## config.mk

```make
export PLATFORM = sky130hd
export DESIGN_NAME = round_robin_job_scheduler
export DESIGN_NICKNAME = d
export VERILOG_FILES = /design/src/hw/rtl/rrs_pkg.sv /design/src/hw/rtl/rrs_ram.sv /design/src/hw/rtl/rrs_seq.sv /design/src/hw/rtl/round_robin_job_scheduler.sv
export SDC_FILE = /design/constraint.sdc
export NUM_CORES = 1
export LEC_CHECK = 0
export ABC_AREA = 0
export BUFFER_PORTS_ARGS = -buffer_cell sky130_fd_sc_hd__buf_2
export CORE_MARGIN = 10
export CORE_UTILIZATION = 50
export CTS_CLUSTER_DIAMETER = 200
export DETAILED_ROUTE_END_ITERATION = 10
export PLACE_DENSITY = 0.66
export SLEW_MARGIN = 40
export SYNTH_ARGS = -nofsm -noshare
export SYNTH_HDL_FRONTEND = slang
export SYNTH_SLANG_ARGS = --single-unit
```

## constraint.sdc

```tcl
create_clock -name clk -period 8.97 [get_ports clk]
set_clock_uncertainty 0.2 [all_clocks]
set_input_delay 0.897 -clock clk [delete_from_list [all_inputs] [get_ports clk]]
set_output_delay 0.897 -clock clk [all_outputs]
set_load 0.01 [all_outputs]
```

## src/hw/rtl/rrs_pkg.sv

```systemverilog
// rrs_pkg: shared types, constants and index helpers of the round-robin job scheduler
// used by rrs_seq and round_robin_job_scheduler; no dependencies
package rrs_pkg;

  // store depths
  localparam int WAIT_DEPTH = 16;
  localparam int RING_DEPTH = 16;
  localparam int DONE_DEPTH = 16;

  // address and count widths
  localparam int WAIT_AW = $clog2(WAIT_DEPTH);
  localparam int WAIT_CW = $clog2(WAIT_DEPTH + 1);
  localparam int RING_AW = $clog2(RING_DEPTH);
  localparam int RING_CW = $clog2(RING_DEPTH + 1);
  localparam int DONE_AW = $clog2(DONE_DEPTH);
  localparam int DONE_CW = $clog2(DONE_DEPTH + 1);

  localparam int ID_W   = 16;
  localparam int TIME_W = 16;
  localparam int JOB_W  = ID_W + TIME_W;

  localparam logic [WAIT_CW-1:0] WAIT_FULL = WAIT_CW'(WAIT_DEPTH);
  localparam logic [RING_CW-1:0] RING_FULL = RING_CW'(RING_DEPTH);
  localparam logic [DONE_CW-1:0] DONE_FULL = DONE_CW'(DONE_DEPTH);
  localparam logic [RING_AW-1:0] RING_LAST = RING_AW'(RING_DEPTH - 1);
  localparam logic [WAIT_AW-1:0] WAIT_LAST = WAIT_AW'(WAIT_DEPTH - 1);

  // request codes
  localparam logic [1:0] REQ_LOAD    = 2'd0;
  localparam logic [1:0] REQ_PROCESS = 2'd1;
  localparam logic [1:0] REQ_UNLOAD  = 2'd2;

  // result kinds
  localparam logic KIND_PROCESS = 1'b0;
  localparam logic KIND_UNLOAD  = 1'b1;

  typedef struct packed {
    logic [ID_W-1:0]   jid;
    logic [TIME_W-1:0] jtime;
  } job_t;

  typedef struct packed {
    logic [1:0]        req_type;
    logic [ID_W-1:0]   job_id;
    logic [TIME_W-1:0] job_time;
  } in_item_t;

  typedef struct packed {
    logic              result_kind;
    logic [ID_W-1:0]   out_job_id;
    logic [TIME_W-1:0] time_left;
    logic              no_job;
    logic              error;
  } out_item_t;

  typedef enum logic [1:0] {
    ST_IDLE,
    ST_EXEC,
    ST_FIX
  } seq_state_t;

  // memory port bundles
  typedef struct packed {
    logic               we;
    logic [WAIT_AW-1:0] waddr;
    job_t               wdata;
    logic               re;
    logic [WAIT_AW-1:0] raddr;
  } wait_ram_t;

  typedef struct packed {
    logic               we;
    logic [RING_AW-1:0] waddr;
    job_t               wdata;
    logic               re;
    logic [RING_AW-1:0] raddr;
  } ring_ram_t;

  typedef struct packed {
    logic               we;
    logic [DONE_AW-1:0] waddr;
    logic [ID_W-1:0]    wdata;
    logic               re;
    logic [DONE_AW-1:0] raddr;
  } done_ram_t;

  // circular index helpers
  function automatic logic [RING_AW-1:0] ring_inc(input logic [RING_AW-1:0] x);
    ring_inc = (x == RING_LAST) ? '0 : RING_AW'(x + 1'b1);
  endfunction

  function automatic logic [RING_AW-1:0] ring_dec(input logic [RING_AW-1:0] x);
    ring_dec = (x == '0) ? RING_LAST : RING_AW'(x - 1'b1);
  endfunction

  function automatic logic [WAIT_AW-1:0] wait_inc(input logic [WAIT_AW-1:0] x);
    wait_inc = (x == WAIT_LAST) ? '0 : WAIT_AW'(x + 1'b1);
  endfunction

  // slot of element cnt-1 counted from start, cnt at least one
  function automatic logic [RING_AW-1:0] ring_last_slot(input logic [RING_AW-1:0] start,
                                                        input logic [RING_CW-1:0] cnt);
    logic [RING_CW:0] sum;
    sum = (RING_CW+1)'(start) + (RING_CW+1)'(cnt) - (RING_CW+1)'(1);
    if (sum >= (RING_CW+1)'(RING_DEPTH)) begin
      sum = sum - (RING_CW+1)'(RING_DEPTH);
    end
    ring_last_slot = sum[RING_AW-1:0];
  endfunction

  // slot just past the newest waiting job
  function automatic logic [WAIT_AW-1:0] wait_tail_slot(input logic [WAIT_AW-1:0] head,
                                                        input logic [WAIT_CW-1:0] cnt);
    logic [WAIT_CW:0] sum;
    sum = (WAIT_CW+1)'(head) + (WAIT_CW+1)'(cnt);
    if (sum >= (WAIT_CW+1)'(WAIT_DEPTH)) begin
      sum = sum - (WAIT_CW+1)'(WAIT_DEPTH);
    end
    wait_tail_slot = sum[WAIT_AW-1:0];
  endfunction

endpackage

```

## src/hw/rtl/rrs_ram.sv

```systemverilog
// rrs_ram: generic single-write, single-read memory with registered read data
// no dependencies
module rrs_ram #(
  parameter int WIDTH = 32,
  parameter int DEPTH = 16
) (
  input  logic                     clk,
  input  logic                     we,
  input  logic [$clog2(DEPTH)-1:0] waddr,
  input  logic [WIDTH-1:0]         wdata,
  input  logic                     re,
  input  logic [$clog2(DEPTH)-1:0] raddr,
  output logic [WIDTH-1:0]         rdata
);

  logic [WIDTH-1:0] mem [DEPTH];

  // write port
  always_ff @(posedge clk) begin
    if (we) begin
      mem[waddr] <= wdata;
    end
  end

  // registered read, data holds between reads
  always_ff @(posedge clk) begin
    if (re) begin
      rdata <= mem[raddr];
    end
  end

endmodule

```

## src/hw/rtl/rrs_seq.sv

```systemverilog
// rrs_seq: request sequencer of the scheduler: store pointers, memory read-modify-write
// depends on rrs_pkg; drives the three store memories held in the top level
module rrs_seq (
  input  logic               clk,
  input  logic               rst_n,
  input  logic               in_valid,
  input  rrs_pkg::in_item_t  in_item,
  output logic               in_stall,
  input  logic [15:0]        quantum,
  output rrs_pkg::wait_ram_t wait_ram,
  input  rrs_pkg::job_t      wait_rdata,
  output rrs_pkg::ring_ram_t ring_ram,
  input  rrs_pkg::job_t      ring_rdata,
  output rrs_pkg::done_ram_t done_ram,
  input  logic [rrs_pkg::ID_W-1:0] done_rdata,
  output logic               res_valid,
  output rrs_pkg::out_item_t res_item,
  input  logic               res_take
);

  rrs_pkg::seq_state_t state_r, state_nxt;
  logic unload_r, unload_nxt;
  rrs_pkg::job_t front_r, front_nxt;
  rrs_pkg::job_t fix_data_r, fix_data_nxt;
  logic [rrs_pkg::RING_AW-1:0] fix_addr_r, fix_addr_nxt;

  logic [rrs_pkg::WAIT_AW-1:0] wait_head_r, wait_head_nxt;
  logic [rrs_pkg::WAIT_CW-1:0] wait_count_r, wait_count_nxt;
  logic [rrs_pkg::RING_AW-1:0] ring_start_r, ring_start_nxt;
  logic [rrs_pkg::RING_CW-1:0] ring_count_r, ring_count_nxt;
  logic [rrs_pkg::DONE_CW-1:0] done_count_r, done_count_nxt;

  logic in_acc;
  logic fin, retire, has_wait, admit, err;
  logic [rrs_pkg::RING_AW-1:0] start1, start2, start3;
  logic [rrs_pkg::RING_CW-1:0] count1, count2;
  rrs_pkg::job_t last_job, upd_job;

  assign in_stall = (state_r != rrs_pkg::ST_IDLE);
  assign in_acc   = in_valid && !in_stall;

  // process step: retire, admit, run the last job
  always_comb begin
    fin    = (ring_count_r != '0) && (front_r.jtime == '0);
    retire = fin && (done_count_r < rrs_pkg::DONE_FULL);
    start1 = retire ? rrs_pkg::ring_inc(ring_start_r) : ring_start_r;
    count1 = retire ? rrs_pkg::RING_CW'(ring_count_r - 1'b1) : ring_count_r;

    has_wait = (wait_count_r != '0);
    admit    = has_wait && (count1 < rrs_pkg::RING_FULL);
    start2   = admit ? rrs_pkg::ring_dec(start1) : start1;
    count2   = admit ? rrs_pkg::RING_CW'(count1 + 1'b1) : count1;
    err      = (fin && !retire) || (has_wait && !admit);

    // the last job is the admitted one when the ring was otherwise empty
    last_job = (count1 == '0) ? wait_rdata : ring_rdata;
    upd_job.jid   = last_job.jid;
    upd_job.jtime = (last_job.jtime < quantum) ? '0 : (last_job.jtime - quantum);
    start3 = (count2 > rrs_pkg::RING_CW'(1)) ? rrs_pkg::ring_dec(start2) : start2;
  end

  // result of the item in flight
  always_comb begin
    res_valid = (state_r == rrs_pkg::ST_EXEC);
    res_item  = '0;
    if (unload_r) begin
      res_item.result_kind = rrs_pkg::KIND_UNLOAD;
      if (done_count_r == '0) begin
        res_item.error = 1'b1;
      end else begin
        res_item.out_job_id = done_rdata;
      end
    end else begin
      res_item.result_kind = rrs_pkg::KIND_PROCESS;
      res_item.error       = err;
      if (count2 == '0) begin
        res_item.no_job = 1'b1;
      end else begin
        res_item.out_job_id = upd_job.jid;
        res_item.time_left  = upd_job.jtime;
      end
    end
  end

  // sequencer: next state, pointers and memory accesses
  always_comb begin
    state_nxt      = state_r;
    unload_nxt     = unload_r;
    front_nxt      = front_r;
    fix_data_nxt   = fix_data_r;
    fix_addr_nxt   = fix_addr_r;
    wait_head_nxt  = wait_head_r;
    wait_count_nxt = wait_count_r;
    ring_start_nxt = ring_start_r;
    ring_count_nxt = ring_count_r;
    done_count_nxt = done_count_r;

    wait_ram       = '0;
    wait_ram.waddr = rrs_pkg::wait_tail_slot(wait_head_r, wait_count_r);
    wait_ram.raddr = wait_head_r;
    ring_ram       = '0;
    ring_ram.raddr = rrs_pkg::ring_last_slot(ring_start_r, ring_count_r);
    done_ram       = '0;
    done_ram.waddr = done_count_r[rrs_pkg::DONE_AW-1:0];
    done_ram.wdata = front_r.jid;
    done_ram.raddr = rrs_pkg::DONE_AW'(done_count_r - 1'b1);

    case (state_r)
      rrs_pkg::ST_IDLE: begin
        if (in_acc) begin
          case (in_item.req_type)
            rrs_pkg::REQ_LOAD: begin
              // append to the waiting queue, drop when full
              if (wait_count_r < rrs_pkg::WAIT_FULL) begin
                wait_ram.we       = 1'b1;
                wait_ram.wdata.jid   = in_item.job_id;
                wait_ram.wdata.jtime = in_item.job_time;
                wait_count_nxt    = rrs_pkg::WAIT_CW'(wait_count_r + 1'b1);
              end
            end
            rrs_pkg::REQ_PROCESS: begin
              wait_ram.re = 1'b1;
              ring_ram.re = 1'b1;
              unload_nxt  = 1'b0;
              state_nxt   = rrs_pkg::ST_EXEC;
            end
            rrs_pkg::REQ_UNLOAD: begin
              done_ram.re = 1'b1;
              unload_nxt  = 1'b1;
              state_nxt   = rrs_pkg::ST_EXEC;
            end
            default: begin
            end
          endcase
        end
      end
      rrs_pkg::ST_EXEC: begin
        if (res_take) begin
          state_nxt = rrs_pkg::ST_IDLE;
          if (unload_r) begin
            if (done_count_r != '0) begin
              done_count_nxt = rrs_pkg::DONE_CW'(done_count_r - 1'b1);
            end
          end else begin
            // push the finished front job
            done_ram.we = retire;
            if (retire) begin
              done_count_nxt = rrs_pkg::DONE_CW'(done_count_r + 1'b1);
            end
            if (admit) begin
              wait_head_nxt  = rrs_pkg::wait_inc(wait_head_r);
              wait_count_nxt = rrs_pkg::WAIT_CW'(wait_count_r - 1'b1);
            end
            ring_count_nxt = count2;
            ring_start_nxt = (count2 == '0) ? start2 : start3;
            if (count2 != '0) begin
              front_nxt = upd_job;
            end
            // admitted job and rotated job need two ring writes
            if (admit && (count2 > rrs_pkg::RING_CW'(1))) begin
              ring_ram.we    = 1'b1;
              ring_ram.waddr = start2;
              ring_ram.wdata = wait_rdata;
              fix_data_nxt   = upd_job;
              fix_addr_nxt   = start3;
              state_nxt      = rrs_pkg::ST_FIX;
            end else if (count2 != '0) begin
              ring_ram.we    = 1'b1;
              ring_ram.waddr = start3;
              ring_ram.wdata = upd_job;
            end
          end
        end
      end
      rrs_pkg::ST_FIX: begin
        ring_ram.we    = 1'b1;
        ring_ram.waddr = fix_addr_r;
        ring_ram.wdata = fix_data_r;
        state_nxt      = rrs_pkg::ST_IDLE;
      end
      default: begin
        state_nxt = rrs_pkg::ST_IDLE;
      end
    endcase
  end

  // control registers
  always_ff @(posedge clk) begin
    if (!rst_n) begin
      state_r      <= rrs_pkg::ST_IDLE;
      wait_head_r  <= '0;
      wait_count_r <= '0;
      ring_start_r <= '0;
      ring_count_r <= '0;
      done_count_r <= '0;
    end else begin
      state_r      <= state_nxt;
      wait_head_r  <= wait_head_nxt;
      wait_count_r <= wait_count_nxt;
      ring_start_r <= ring_start_nxt;
      ring_count_r <= ring_count_nxt;
      done_count_r <= done_count_nxt;
    end
  end

  // payload registers
  always_ff @(posedge clk) begin
    unload_r   <= unload_nxt;
    front_r    <= front_nxt;
    fix_data_r <= fix_data_nxt;
    fix_addr_r <= fix_addr_nxt;
  end

endmodule

```

## src/hw/rtl/round_robin_job_scheduler.sv

```systemverilog
// round-robin job scheduler: a load gives no item
// process and unload give their item via the output register after the store read;
// the next item is taken once the result is handed over, after a further write when
// an admitted job joins a non-empty ring (two writes on the single ring write port)
// reset clears the queue, ring and stack counters and sets quantum to 1;
// memory contents are not cleared and need no clearing pass
module round_robin_job_scheduler (
  input  logic                clk,
  input  logic                rst_n,
  input  logic                in_valid,
  input  rrs_pkg::in_item_t   in_item,
  output logic                in_stall,
  output logic                out_valid,
  output rrs_pkg::out_item_t  out_item,
  input  logic                out_stall,
  input  logic                cfg_we,
  input  logic [15:0]         cfg_wdata
);

  logic [15:0] quantum_r;
  logic out_valid_r;
  rrs_pkg::out_item_t out_item_r;

  rrs_pkg::wait_ram_t wait_ram;
  rrs_pkg::ring_ram_t ring_ram;
  rrs_pkg::done_ram_t done_ram;
  logic [rrs_pkg::JOB_W-1:0] wait_rdata, ring_rdata;
  logic [rrs_pkg::ID_W-1:0]  done_rdata;

  logic res_valid, res_take;
  rrs_pkg::out_item_t res_item;

  // quantum register
  always_ff @(posedge clk) begin
    if (!rst_n) begin
      quantum_r <= 16'd1;
    end else if (cfg_we) begin
      quantum_r <= cfg_wdata;
    end
  end

  // sequencer
  rrs_seq u_seq (
    .clk        (clk),
    .rst_n      (rst_n),
    .in_valid   (in_valid),
    .in_item    (in_item),
    .in_stall   (in_stall),
    .quantum    (quantum_r),
    .wait_ram   (wait_ram),
    .wait_rdata (rrs_pkg::job_t'(wait_rdata)),
    .ring_ram   (ring_ram),
    .ring_rdata (rrs_pkg::job_t'(ring_rdata)),
    .done_ram   (done_ram),
    .done_rdata (done_rdata),
    .res_valid  (res_valid),
    .res_item   (res_item),
    .res_take   (res_take)
  );

  // waiting queue store
  rrs_ram #(.WIDTH(rrs_pkg::JOB_W), .DEPTH(rrs_pkg::WAIT_DEPTH)) u_wait_ram (
    .clk   (clk),
    .we    (wait_ram.we),
    .waddr (wait_ram.waddr),
    .wdata (wait_ram.wdata),
    .re    (wait_ram.re),
    .raddr (wait_ram.raddr),
    .rdata (wait_rdata)
  );

  // active ring store
  rrs_ram #(.WIDTH(rrs_pkg::JOB_W), .DEPTH(rrs_pkg::RING_DEPTH)) u_ring_ram (
    .clk   (clk),
    .we    (ring_ram.we),
    .waddr (ring_ram.waddr),
    .wdata (ring_ram.wdata),
    .re    (ring_ram.re),
    .raddr (ring_ram.raddr),
    .rdata (ring_rdata)
  );

  // finished job stack
  rrs_ram #(.WIDTH(rrs_pkg::ID_W), .DEPTH(rrs_pkg::DONE_DEPTH)) u_done_ram (
    .clk   (clk),
    .we    (done_ram.we),
    .waddr (done_ram.waddr),
    .wdata (done_ram.wdata),
    .re    (done_ram.re),
    .raddr (done_ram.raddr),
    .rdata (done_rdata)
  );

  // output register
  assign res_take = !out_valid_r || !out_stall;

  always_ff @(posedge clk) begin
    if (!rst_n) begin
      out_valid_r <= 1'b0;
    end else if (res_valid && res_take) begin
      out_valid_r <= 1'b1;
    end else if (!out_stall) begin
      out_valid_r <= 1'b0;
    end
  end

  always_ff @(posedge clk) begin
    if (res_valid && res_take) begin
      out_item_r <= res_item;
    end
  end

  assign out_valid = out_valid_r;
  assign out_item  = out_item_r;

endmodule

```

# Yosys cells after proc, flatten, opt, wreduce, memory -nomap -nowiden
# Memory sizes are Yosys's and may differ from the RTL's. A register that Yosys moved wholly into a read port is not among the register bits.
# Cells that the tools add are included.
# totals
regBits,146
ram_bits,1280
inputBits,55
wordCells,169
n_memories,3
# classes
add_sub_neg,16
magnitude_cmp,7
eq_ne,15
n_mux,67
n_bitwise,1
reduce_logical,41
# memory_table
memory,depth,word_bits,rd,rd_ports_with_merged_regs,wr,line_no,source
u_ring_ram.mem,16,32,1,1,1,rrs_ram.sv:16,logic [WIDTH-1:0] mem [DEPTH];
u_wait_ram.mem,16,32,1,1,1,rrs_ram.sv:16,
u_done_ram.mem,16,16,1,1,1,rrs_ram.sv:16,
# ops
cell,count
2-to-1 mux 37 bit,4
2-to-1 mux 32 bit,4
case mux 37 bit (2 select lines),1
2-to-1 mux 33 bit,2
2-to-1 mux 5 bit,11
2-to-1 mux 4 bit,10
2-to-1 mux 16 bit,2
2-to-1 mux 1 bit,24
nonzero test 5 bit,4
2-to-1 mux 17 bit,1
zero test 16 bit,1
less-than comparator 16 bit,1
AND reduction 4 bit,4
subtractor 16 bit,1
"subtractor 4 x 1 -> 4 bit, second input constant",4
"adder 5 x 1 -> 5 bit, second input constant",3
zero test 5 bit,3
"less-than comparator 5 bit, second input constant",3
"subtractor 5 x 1 -> 5 bit, second input constant",3
adder 4 x 5 -> 6 bit,2
">= comparator 6 x 5 -> 1 bit, second input constant",2
2-to-1 mux 2 bit,5
"inequality test 2 x 1 -> 1 bit, second input constant",5
case mux 5 bit (2 select lines),1
other kinds (19),46

# Depth between registers and ports, before layout
# logic_depth
ltp_word,17
ltp_mapped,27
ltp_nobuf,21

# Modules after synthesis
# From an unflattened synthesis, not the netlist that was laid out.
# hier_totals
cells_unflattened,3031
hier_area_um2,59619.7
# modules_own_cells
module,n_inst,cells_each,area_each_um2,seq_area_each_um2
rrs_ram at u_ring_ram ...,2,838,20155.6,16335.7
rrs_ram at u_done_ram,1,432,10202.3,8167.8
rrs_seq,1,832,7400.8,2572.5
round_robin_job_scheduler,1,91,1705.4,1391.3

# Worst setup path before layout
# No wires, ideal clock.
# synth_timing
kind,reg-to-reg
start,reg u_seq.ring_count_r[0] in the netlist's numbering
end,mem u_ring_ram.mem[0][1] (data pin)
arrival_time_ns,5.722
t_required_ns,8.434
setup_slack_ns,2.712
path_stages_with_launch,26
n_path_buf,7
synth_period_minus_slack_ns,6.258
path_cell_list,dfxtp_1 -> inv_1 -> ha_1 -> nor4b_2 -> or2_1 -> buf_2 -> nor2_1 -> buf_2 -> nand2_1 -> nand3_1 -> buf_2 -> buf_1 -> mux2_2 -> ha_1 -> clkbuf_1 -> o21a_1 -> o21ai_0 -> nand2_1 -> nand2_1 -> o31ai_1 -> o41ai_1 -> o21ai_0 -> clkbuf_1 -> clkbuf_1 -> nand3_1 -> a21boi_0
# synth_rtl
item,line_no,source
start: declaration,rrs_seq.sv:30,"logic [rrs_pkg::RING_CW-1:0] ring_count_r, ring_count_nxt;"
start signal: assignment,rrs_seq.sv:201,ring_count_r <= ring_count_nxt;
end: declaration,rrs_ram.sv:16,

==> run metrics <==
antenna violations before repair 7; Starting Density 50.28%; met3 Track Usage GR 4.042%; net count after synthesis 2861; max-cap violations 0; CTS Buffer Depth 3; clock tree from TritonCTS yes; CTS clk-pin slew, worst paths 0.07 ns; core footprint 117900 um^2; DIE AREA 132800 um^2; global route overflow 0; Tcrit/Tclk final 84.91%; slew at the pin closest to its max-slew limit 0.8579 ns; Hold EP quantum_r[0]; Slew HR 42.60%; hpwl dp 76.81 mm; Unique masters post-synth 76; Root Buffer clkbuf_16; r2r endpoint u_ring_ram.mem[6][8]; r2r setup slk 1.35 ns; final instance area 66980 um^2; # rows 126; Skew-Pair Late Insertion Delay 0.76 ns; routing usage on met2 32.59%; Post-Synthesis Cells 2761; met1 Use GR 27.68%; Worst Path Arrival 7.86 ns; count of pins over their slew limit 0; antenna violation net count after detailed routing 0; worst-path fanout max 17; number of global-route vias before repair 29.33k; final setup violating endpoints 0; Max VDD drop 185.0 uV; Synth Cell Area 59290 um^2; RSZ-0062 raised after global routing false; final core occ 56.80%; area grow syn2layout 12.96%; largest net degree at the start of global routing 77; Yosys reg bits 1506; top cell type's share of synthesized area 74.15%; port bufs 91; first-pass GRT wire length 197.1 mm; Layout fillers 8535; dominant synthesized flop cell edfxtp_1; top cell type by total area after synthesis edfxtp_1; Min Clock Period, post-route 7.617 ns; Die Height 364.4 um; TritonCTS Buffers 149; CP required 9.21 ns; Avg WL per Cell 29.20 um; cts hold-fix bufs 0; placed cell areas 62210 um^2; Setup TNS Final 0 ns; GR peak layer met2; P_leak 22.79 nW; Worst R2R Start u_seq.ring_count_r[0]; Fin. Hold Viols 0; FFs w/ async S/R, synth 0%; CP endpoint kind flop; hold path start cfg_wdata[0]; hold crit path type input pin to flop; # DRC 0; post-synthesis sequential area ratio 75.56%; first drt pass iteration count 6; Max Freq 131.3 MHz; drt initial violations 3029; post-CTS setup buffers 0; synth top area cells edfxtp_1 (74%), mux4_2 (15%), dfxtp_1 (1.4%); chip width 364.4 um; via/cell ratio 6.153; Worst Reg-to-Reg Cells 22; final net count 3043; Startpoint Class flop; IO Pins 92; WHS Path Cells 3; Mean Syn Cell Area 21.47 um^2; total number of vias 28.32k; layout cell share with drive strength beyond 1 29.52%; CTS H-tree lvls 4; run status finished clean; drt total wl 134.4 mm; gp weighted congestion 0.8574; Ys Warns 0; Post-CTS Resized 0; Setup CP Type flop to flop; GR Util All Layers 20.30%; clk sinks 1506; Pwr Density 210.5 nW/um^2; Post-synth EDFFs 1464
-- through the flow --
stage	setup slack [ns]	hold slack (ns)	std cells	total power [mW]
5_1_grt	0.8736	0.1426	4601	14.52
3_3_place_gp	1.645	0.2981	4319	8.265
2_1_floorplan	2.712	0.2487	2761	8.114
4_1_cts	1.296	0.1187	4597	14.20
6_report	1.353	0.1645	4603	14.10
3_5_place_dp	1.310	0.3129	4327	8.278
-- cells in the mapped netlist (5+ instances only) --
cell type,number
o211ai_1,9
a22o_1,18
xor2_1,13
dfxtp_1,42
a22oi_1,9
ha_1,41
a21boi_0,14
mux2i_1,20
or3_1,7
nand3_1,11
edfxtp_1,1464
nor2b_1,53
a21oi_1,25
buf_2,5
a21o_1,5
mux2_2,31
inv_1,48
a222oi_1,28
and3_1,21
o21ai_0,31
o21a_1,7
and2_1,61
xnor2_1,27
clkbuf_1,107
nand2_1,67
buf_1,27
a31oi_1,5
nor2_1,74
mux4_2,400
nor3_1,12
nor4_1,5
-- worst max path at each step --
stage                               start  cells past startpoint                     to  slack [ns]
floorplan           u_seq.ring_count_r[0]                     25   u_ring_ram.mem[0][1]        2.71
global placement    u_seq.ring_count_r[0]                     22  u_ring_ram.mem[14][8]        1.64
detailed placement  u_seq.ring_count_r[0]                     22  u_ring_ram.mem[12][8]        1.31
CTS                 u_seq.ring_count_r[0]                     22   u_ring_ram.mem[6][8]        1.30
global route        u_seq.ring_count_r[0]                     22  u_ring_ram.mem[13][8]        0.87
finish              u_seq.ring_count_r[0]                     22   u_ring_ram.mem[6][8]        1.35
-- registers in the layout (all words and copies together) (netlist names), 4 cells and up --
signal / flops
u_wait_ram.rdata: 32
u_seq.wait_head_r: 4
u_seq.fix_data_r: 32
u_seq.ring_start_r: 4
u_ring_ram.rdata: 32
out_item: 35
u_done_ram.rdata: 16
u_wait_ram.mem: 512
u_seq.wait_count_r: 5
u_seq.ring_count_r: 5
u_seq.fix_addr_r: 4
u_ring_ram.mem: 512
u_seq.done_ram: 16
u_seq.front_r: 16
quantum_r: 16
u_seq.done_count_r: 5
u_done_ram.mem: 256
-- per-layer routing --
| metal | wire length (um) | share of wire, % |
|---|---|---|
| met1 | 54210 | 40 |
| met2 | 66350 | 49 |
| met3 | 9608 | 7.1 |
| met4 | 4237 | 3.2 |
| met5 | 0 | 0 |
-- report_power, final --
part,internal (mW),switching [mW]
Clock,3.37,2.60
Sequential,7.68,0.0261
Combinational,0.157,0.268
-- worst max-delay path: stages (launching register included) --
cell	delay (ns)
dfxtp_1	0.49
inv_1	0.21
ha_1	0.32
nor4b_2	0.21
nor2_1	0.45
o2111ai_1	0.21
a22oi_1	0.55
nand3_2	0.57
mux2i_1	0.38
ha_1	0.20
inv_1	0.06
fa_1	0.43
a21o_1	0.20
a21oi_1	0.23
o21bai_1	0.13
a21oi_1	0.20
o31ai_1	0.13
o41ai_1	0.56
o21ai_2	0.34
buf_4	0.27
and2_1	0.18
a222oi_1	0.51
nor2b_2	0.24
-- cell usage in the layout (no fill, tap or decap), types with 42 or more instances in the layout --
cell          n
clkbuf_16   151
nor2_1       45
mux4_2      400
and2_1       61
clkbuf_1     42
buf_4        63
inv_1        47
edfxtp_1   1464
buf_2        92
nand2_1      67
-- kinds of logic (layout without fill, tap and decap cells) --
family | count (synthesis) | count (layout) | synth area share (%)
AND/OR/NAND/NOR | 339 | 339 | 3.003
AO/OA/AOI/OAI | 190 | 190 | 2.452
flip-flops | 1506 | 1506 | 75.56
buffers and inverters | 189 | 490 | 1.232
multiplexers | 452 | 452 | 16.16
other | 0 | 5 | 0
adder cells (fa/ha/maj) | 45 | 45 | 1.000
XOR/XNOR | 40 | 40 | 0.5909
-- area by class of cell --
class / count / area [um^2] / share of cell area, %
flip-flops and latches: 1506 / 44820 / 66.92
clock buffers: 194 / 3950 / 5.898
diodes: 5 / 12.51 / 0.01868
clock inverters: 76 / 715.7 / 1.069
well taps: 1536 / 1922 / 2.869
repair buffers: 172 / 1206 / 1.801
multi-input cells: 1066 / 14170 / 21.16
inverters: 48 / 182.7 / 0.2727
(Power assumes the default switching activity.)
